### src/rtl/core/nntb_pkg.sv
// ----------------------------------------------------------------------------
// nntb_pkg
// Shared types and constants of the nearest-neighbour tour builder.
// ----------------------------------------------------------------------------
`default_nettype none

package nntb_pkg;

  localparam int CITY_W  = 6;
  localparam int COUNT_W = 7;
  localparam int IN_DW   = 32;

  localparam logic OP_WRITE = 1'b0;
  localparam logic OP_BUILD = 1'b1;

  localparam logic REG_CITY_COUNT = 1'b0;

  localparam logic [COUNT_W-1:0] MIN_CITIES   = 7'd2;
  localparam logic [COUNT_W-1:0] COUNT_RESET  = 7'd64;

  typedef struct packed {
    logic              mem_wr;
    logic              init;
    logic              rd;
    logic              emit;
    logic              last;
    logic [CITY_W-1:0] col;
    logic [CITY_W-1:0] pos;
    logic [CITY_W-1:0] start;
  } nntb_cmd_t;

  typedef struct packed {
    logic slot_free;
    logic found;
  } nntb_stat_t;

endpackage

`default_nettype wire

### src/rtl/core/nntb_ctrl.sv
// ----------------------------------------------------------------------------
// nntb_ctrl
// Sequencer: takes input words, clamps count and start city, steps the
// row scan column by column and tour position by position.
// ----------------------------------------------------------------------------
`default_nettype none

module nntb_ctrl import nntb_pkg::*; #(
  parameter int MAX_CITIES = 64
) (
  input  wire logic               clk,
  input  wire logic               rst,
  input  wire logic               s_tvalid,
  output logic                    s_tready,
  input  wire logic               opcode,
  input  wire logic [CITY_W-1:0]  from_city,
  input  wire logic [COUNT_W-1:0] city_count,
  output nntb_cmd_t               cmd,
  input  wire nntb_stat_t         st
);

  localparam int CW = (MAX_CITIES > 1) ? $clog2(MAX_CITIES) : 1;

  typedef enum logic [4:0] {
    S_IDLE  = 5'b00001,
    S_START = 5'b00010,
    S_SCAN  = 5'b00100,
    S_DRAIN = 5'b01000,
    S_EMIT  = 5'b10000
  } state_t;

  state_t state, state_next;
  logic [CW-1:0] col, col_next;
  logic [CW-1:0] pos, pos_next;
  logic [CW-1:0] n_m1, n_m1_next;
  logic [CW-1:0] start, start_next;
  logic [COUNT_W-1:0] n_clamp;
  logic accept;
  logic step_last;

  always_comb begin
    priority if (city_count < MIN_CITIES) begin
      n_clamp = MIN_CITIES;
    end else if (city_count > COUNT_W'(MAX_CITIES)) begin
      n_clamp = COUNT_W'(MAX_CITIES);
    end else begin
      n_clamp = city_count;
    end
  end

  assign s_tready  = (state == S_IDLE);
  assign accept    = s_tvalid && s_tready;
  assign step_last = !st.found || (pos == n_m1);

  always_comb begin
    state_next = state;
    col_next   = col;
    pos_next   = pos;
    n_m1_next  = n_m1;
    start_next = start;
    cmd        = '0;
    cmd.col    = CITY_W'(col);
    cmd.pos    = CITY_W'(pos);
    cmd.start  = CITY_W'(start);
    cmd.last   = step_last;
    unique case (state)
      S_IDLE: begin
        if (accept) begin
          if (opcode == OP_BUILD) begin
            n_m1_next = CW'(n_clamp - 7'd1);
            if ({1'b0, from_city} >= n_clamp) begin
              start_next = CW'(n_clamp - 7'd1);
            end else begin
              start_next = from_city[CW-1:0];
            end
            state_next = S_START;
          end else begin
            cmd.mem_wr = 1'b1;
          end
        end
      end
      S_START: begin
        if (st.slot_free) begin
          cmd.init   = 1'b1;
          pos_next   = CW'(1);
          col_next   = '0;
          state_next = S_SCAN;
        end
      end
      S_SCAN: begin
        cmd.rd   = 1'b1;
        col_next = col + CW'(1);
        if (col == n_m1) begin
          state_next = S_DRAIN;
        end
      end
      S_DRAIN: begin
        state_next = S_EMIT;
      end
      S_EMIT: begin
        if (st.slot_free) begin
          cmd.emit = 1'b1;
          if (step_last) begin
            state_next = S_IDLE;
          end else begin
            pos_next   = pos + CW'(1);
            col_next   = '0;
            state_next = S_SCAN;
          end
        end
      end
      default: begin
        state_next = S_IDLE;
      end
    endcase
  end

  always_ff @(posedge clk) begin
    if (rst) begin
      state <= S_IDLE;
      col   <= '0;
      pos   <= '0;
      n_m1  <= '0;
      start <= '0;
    end else begin
      state <= state_next;
      col   <= col_next;
      pos   <= pos_next;
      n_m1  <= n_m1_next;
      start <= start_next;
    end
  end

endmodule

`default_nettype wire

### config.mk
export PLATFORM = sky130hd
export DESIGN_NAME = nntb_ctrl
export DESIGN_NICKNAME = d
export VERILOG_FILES = /design/src/rtl/core/nntb_pkg.sv /design/src/rtl/core/nntb_ctrl.sv
export SDC_FILE = /design/constraint.sdc
export NUM_CORES = 1
export LEC_CHECK = 0
export BUFFER_PORTS_ARGS = -buffer_cell sky130_fd_sc_hd__clkbuf_2
export CELL_PAD_IN_SITES_DETAIL_PLACEMENT = 1
export CELL_PAD_IN_SITES_GLOBAL_PLACEMENT = 2
export CORE_MARGIN = 5
export CORE_UTILIZATION = 31
export CTS_CLUSTER_DIAMETER = 30
export DETAILED_ROUTE_END_ITERATION = 10
export GPL_TIMING_DRIVEN = 1
export PLACE_DENSITY = 0.85
export SLEW_MARGIN = 20
export SYNTH_ARGS = -nofsm -noshare
export SYNTH_HDL_FRONTEND = slang
export SYNTH_SLANG_ARGS = --single-unit
### constraint.sdc
create_clock -name clk -period 3.1 [get_ports clk]
set_clock_uncertainty 0.05 [all_clocks]
set_input_delay 0.155 -clock clk [delete_from_list [all_inputs] [get_ports clk]]
set_output_delay 0.155 -clock clk [all_outputs]
set_load 0.02 [all_outputs]
# == After elaboration in Yosys (flattened, before gate mapping) ==
# Cells that the tools add are included.
# word_totals
regBits,29
out_inout_bits,24
input_bits,19
wordCells,58
# classes
reduce_logical,9
add_sub_neg,3
magnitude_cmp,3
eq_ne,13
n_mux,25
# op_table
operator,count
6-bit 2-to-1 mux,7
5-bit 2-to-1 mux,5
5-bit one-hot mux with 5 select lines,1
6-bit one-hot mux with 3 select lines,1
7-bit 2-to-1 mux,2
6-bit by 1-bit adder with 6-bit output (second input constant),2
6-bit equality test,2
6-bit one-hot mux with 2 select lines,1
2-bit inequality test (second input constant),4
4-bit AND reduction,2
6-bit by 7-bit greater-or-equal comparator with 1-bit output,1
7-bit > comparator (second input constant),1
7-bit by 2-bit < comparator with 1-bit output (second input constant),1
1-bit 2-to-1 mux,7
6-bit by 1-bit subtractor with 6-bit output (second input constant),1
5-bit by 1-bit equality test with 1-bit output (second input constant),1
5-bit by 2-bit equality test with 1-bit output (second input constant),1
5-bit by 3-bit equality test with 1-bit output (second input constant),1
5-bit by 4-bit equality test with 1-bit output (second input constant),1
5-bit equality test (second input constant),1
5-bit AND reduction,1
2-bit by 1-bit inequality test with 1-bit output (second input constant),2
3-bit 2-to-1 mux,1
3-bit AND reduction,1
5 further kinds,5

# == Depth between registers and ports, before layout ==
# logic_depth
ltp_word,5
depth_mapped,9
ltp_nobuf,8

# == Worst setup path before layout ==
# OpenSTA, ideal clock, no wires.
# synth_timing
path_type,input port to flip-flop
start,input port city_count[6]
end,register start[4]
arrival_time_ps,2271
path_slack_ps,688
required_time_ps,2959
path_buffers,2
stages,9
cell_sequence,clkbuf_1 > a311oi_1 > ha_1 > nand2b_1 > a2111oi_0 > o21ai_0 > clkbuf_1 > a21bo_2 > a311oi_1
# synth_between
elab_chain_cells,5
word_cells_on_any_way,7
# synth_lines
item,line,source
from (decl),nntb_ctrl.sv:17,"input wire logic [COUNT_W-1:0] city_count,"
7-bit > comparator,nntb_ctrl.sv:44,end else if (city_count > COUNT_W'(MAX_CITIES)) begin
7-bit 2-to-1 mux,nntb_ctrl.sv:44,
7-bit 2-to-1 mux *,nntb_ctrl.sv:42,priority if (city_count < MIN_CITIES) begin
6-bit by 1-bit subtractor with 6-bit output / 6-bit by 7-bit greater-or-equal comparator with 1-bit output (equally long branches),"nntb_ctrl.sv:72, nntb_ctrl.sv:71",
6-bit 2-to-1 mux *,nntb_ctrl.sv:71,"if ({1'b0, from_city} >= n_clamp) begin"
to (signal assigned),nntb_ctrl.sv:130,start <= start_next;
to (decl),nntb_ctrl.sv:36,"logic [CW-1:0] start, start_next;"
# Mark *: on every way between the ends. The rest lies on a longest branch, timed or not.
# A chain may end at the register's enable or synchronous reset.

# == Worst setup path after layout ==
# layout_timing
start,input port city_count[3]
end,register start[4]
# Same word-level chain as after synthesis.

==> impl_metrics.ini <==
[outcome]
status = finished clean

[yosys]
synthDistinctLibCells = 52
synthMuxAreaShare = 0.05098
ys_seq_elements = 29
yosys_most_used_dff = sky130_fd_sc_hd__dfxtp_1
synth.yosys.seq_area_share = 0.2920
syn-cell-area_mm2 = 0.001988
syn_inst = 244
synth_simple_gate_area_share = 0.2945
synth_top_family_by_area = simple AND/OR/NAND/NOR gates
synth-adder-area-share = 0.05664
ys_async_sr_fraction = 0
synth_compound_gate_area_share = 0.1857
postSynthNetCount = 272
synth-warning-count = 0
syn_area_per_cell_um2 = 8.148
synth-edff-count = 0
share_of_the_synthesized_netlist_area_taken_by_xor_and_xnor_gates = 0.06608

[worst_setup_path]
critPathTopFamily = compound AO/OA/AOI/OAI gates
worst-endpoint-required_ns = 3.24
cpPeakStageDelay_ns = 0.47
critical_path.most_common_cell = sky130_fd_sc_hd__a311oi_1
cp.arrival_ns = 2.65
critical-path-slowest-cell = sky130_fd_sc_hd__o21ai_0
worst_setup_path_end_kind = flop
worst-path-max-fanout = 11
timing_worst_setup_path_type = in -> reg
cp-start-kind = primary input
path_cells = clkbuf_2 -> nor2_1 -> a311oi_1 -> ha_1 -> nand2b_1 -> a2111oi_0 -> o21ai_0 -> a21bo_2 -> a311oi_1
worstPathBufferInverterCount = 1

[placement]
placedInstanceArea_mm2 = 0.002228
post-place-cells = 350
hpwlAfterDp_mm = 4.284
place.gp.congestion = 0.8053
placement.io_buffers = 42

[clocking]
postCtsSetupBuffers = 0
clock_path_buffers = 2
htree_num_levels = 2
clock_insertion_delay_worst_skew_ns = 0.28
clkTransAtPathRegs_ns = 0.07
cts_sinks = 29
post_cts_resized = 0
clk_root_buffer_cell = sky130_fd_sc_hd__clkbuf_8
hold_fix_buffers_at_cts = 0
clock_buffer_count_from_cts = 5
cts_tree = built

[timing]
maxSlewHeadroom = 0.2663
final_max_slew_viol_count = 0
setup_violations = 0
tightestPinTransition_ns = 1.089
fmaxAchievable_ghz = 0.3974
timing_hold_violations_final = 0
setup_repair_after_global_routing_missed_its_margin = false
post-route-min-period_ns = 2.517
final_min_period_over_clock_period = 0.8118
timing.setup.tns_ns = 0

[global_routing]
global_route.usage.total = 0.1414
grt_antenna_before_repair = 0
grt_max_degree = 34
grt-ovfl-total = 0
first_global_vias = 1996
grt_first_pass_wirelength_mm = 9.811

[route]
route.final.wire_length_mm = 5.616
first_iter_violations = 67
vias = 1902
remaining_drc_errors = 0
routed_wire_length_per_instance_um = 15.69
post_drt_via_cell_ratio = 5.313
drt_first_pass_iters = 4
final_antenna_net_count = 0

[cells_and_area]
final_net_count = 308
mostFrequentLayoutCells = 42 x sky130_fd_sc_hd__clkbuf_2, 33 x sky130_fd_sc_hd__nor2_1, 29 x sky130_fd_sc_hd__dfxtp_1
drive_above_1_share = 0.2206
diodes = 0
filler_cell_count = 778
most_common_cell_after_layout_fill_and_taps_aside = sky130_fd_sc_hd__clkbuf_2
area.growth.synth_to_final_pct = 16.61
final-instance-count-excl-fill = 358
layout.cell_area.non_filler_mm2 = 0.002318

[floorplan]
core_region_area_mm2 = 0.006277
die-area_mm2 = 0.008115
floorplan.die.width_um = 90.09
top_level_ports = 43
fp-row-count = 29
initial_standard_cell_utilization_of_the_core = 0.3167
die-height_um = 90.09

[worst_hold_path]
worst_hold_path_type = in -> reg

[power]
power.density_cell_area_mw_per_mm2 = 391.6
power.switching_fraction = 0.3159
power.internal_w = 0.0006210
comb_power_share = 0.214
irDropWorstVdd_mv = 0.1523
clock_power_share = 0.340
power.leakage_nw = 0.9419
power.share.sequential = 0.446
power.net_switching_w = 0.0002868

[run]
max-cap-violations = 0
==> routing by layer <==
metal  up-vias  share of wire  track usage
met4         0          0.011      0.03722
met3         7          0.029      0.03088
met2        32           0.48       0.2384
met5         -              0            0
li1        967              -            -
met1       896           0.48       0.1817
==> layout make-up <==
| type | instances | area (um2) | share of cell area |
|---|---|---|---|
| multi-input combinational | 193 | 1304 | 0.5623 |
| sequential | 29 | 580.6 | 0.2504 |
| timing repair buffer | 44 | 225.2 | 0.09714 |
| tap | 77 | 96.34 | 0.04155 |
| clock buffer | 5 | 68.82 | 0.02968 |
| inverter | 7 | 26.28 | 0.01133 |
| clock inverter | 3 | 17.52 | 0.007555 |
==> synthesized netlist by cell type (2+ instances only) <==
master	number	share of area
sky130_fd_sc_hd__a211oi_1	10	0.038
sky130_fd_sc_hd__a21bo_2	2	0.010
sky130_fd_sc_hd__a21o_1	2	0.0075
sky130_fd_sc_hd__a21oi_1	11	0.028
sky130_fd_sc_hd__a311oi_1	3	0.013
sky130_fd_sc_hd__a31oi_1	2	0.0063
sky130_fd_sc_hd__and3_1	4	0.013
sky130_fd_sc_hd__buf_1	2	0.0038
sky130_fd_sc_hd__buf_2	2	0.0050
sky130_fd_sc_hd__buf_4	2	0.0075
sky130_fd_sc_hd__buf_6	2	0.011
sky130_fd_sc_hd__clkbuf_1	7	0.013
sky130_fd_sc_hd__dfxtp_1	29	0.29
sky130_fd_sc_hd__ha_1	9	0.057
sky130_fd_sc_hd__inv_1	7	0.013
sky130_fd_sc_hd__mux2i_1	9	0.045
sky130_fd_sc_hd__nand2_1	16	0.030
sky130_fd_sc_hd__nand2b_1	6	0.019
sky130_fd_sc_hd__nand3_1	10	0.025
sky130_fd_sc_hd__nand3b_1	2	0.0075
sky130_fd_sc_hd__nand4_1	2	0.0063
sky130_fd_sc_hd__nand4b_1	4	0.018
sky130_fd_sc_hd__nor2_1	33	0.062
sky130_fd_sc_hd__nor2b_1	2	0.0063
sky130_fd_sc_hd__nor3_1	4	0.010
sky130_fd_sc_hd__nor3_4	2	0.016
sky130_fd_sc_hd__nor3b_1	2	0.0075
sky130_fd_sc_hd__nor4_1	3	0.0094
sky130_fd_sc_hd__nor4b_1	3	0.013
sky130_fd_sc_hd__o211ai_1	2	0.0075
sky130_fd_sc_hd__o21ai_0	7	0.018
sky130_fd_sc_hd__o31ai_1	4	0.015
sky130_fd_sc_hd__or3_1	6	0.019
sky130_fd_sc_hd__or4b_4	2	0.014
sky130_fd_sc_hd__xnor2_1	9	0.040
sky130_fd_sc_hd__xor2_1	6	0.026
==> worst min-delay path, stage by stage <==
cell,delay (ns)
sky130_fd_sc_hd__clkbuf_2,0.11
sky130_fd_sc_hd__o2111ai_1,0.09
sky130_fd_sc_hd__a21oi_1,0.07
==> stage by stage <==
step                total power, W  hold WS [ns]  setup slack [ns]  utilization
floorplan                0.0005519        0.2828            0.6879            -
global placement         0.0006045        0.3911            0.5033       0.3550
detailed placement       0.0006083        0.3918            0.2898       0.3550
CTS                      0.0009224        0.1250            0.6098       0.3687
global route             0.0009625        0.1498            0.3895       0.3693
finish                   0.0009078        0.1409            0.5834       0.3693
==> registers in the layout, indices dropped and copies added, names as in the netlist <==
| signal | count |
|---|---|
| col | 6 |
| n_m1 | 6 |
| pos | 6 |
| start | 6 |
| state | 5 |
==> cells by family (layout without fill, tap and decap cells) <==
kind of cell    after synthesis  in the layout
flops                        29             29
xor+xnor                     15             15
mux                          10             10
simple gates                106            106
buf+inv                      22             59
fa+ha+maj                     9              9
compound gates               53             53
==> final timing paths <==
path,depth (start not counted),endpoint,start,slack (ns)
max,9,start[4],city_count[3],0.58
min,3,pos[1],st[0],0.14
max reg2reg,5,pos[2],state[3],0.87
min reg2reg,2,start[0],start[0],0.40
==> power by group through the flow <==
stage	Clock [W]	Combinational (W)	Sequential [W]
detailed placement	0	0.000195	0.000413
finish	0.000309	0.000195	0.000404
global placement	0	0.000192	0.000413
global route	0.000336	0.000219	0.000407
floorplan	0	0.000137	0.000415
CTS	0.000321	0.000197	0.000405
(Power assumes the default switching activity.)
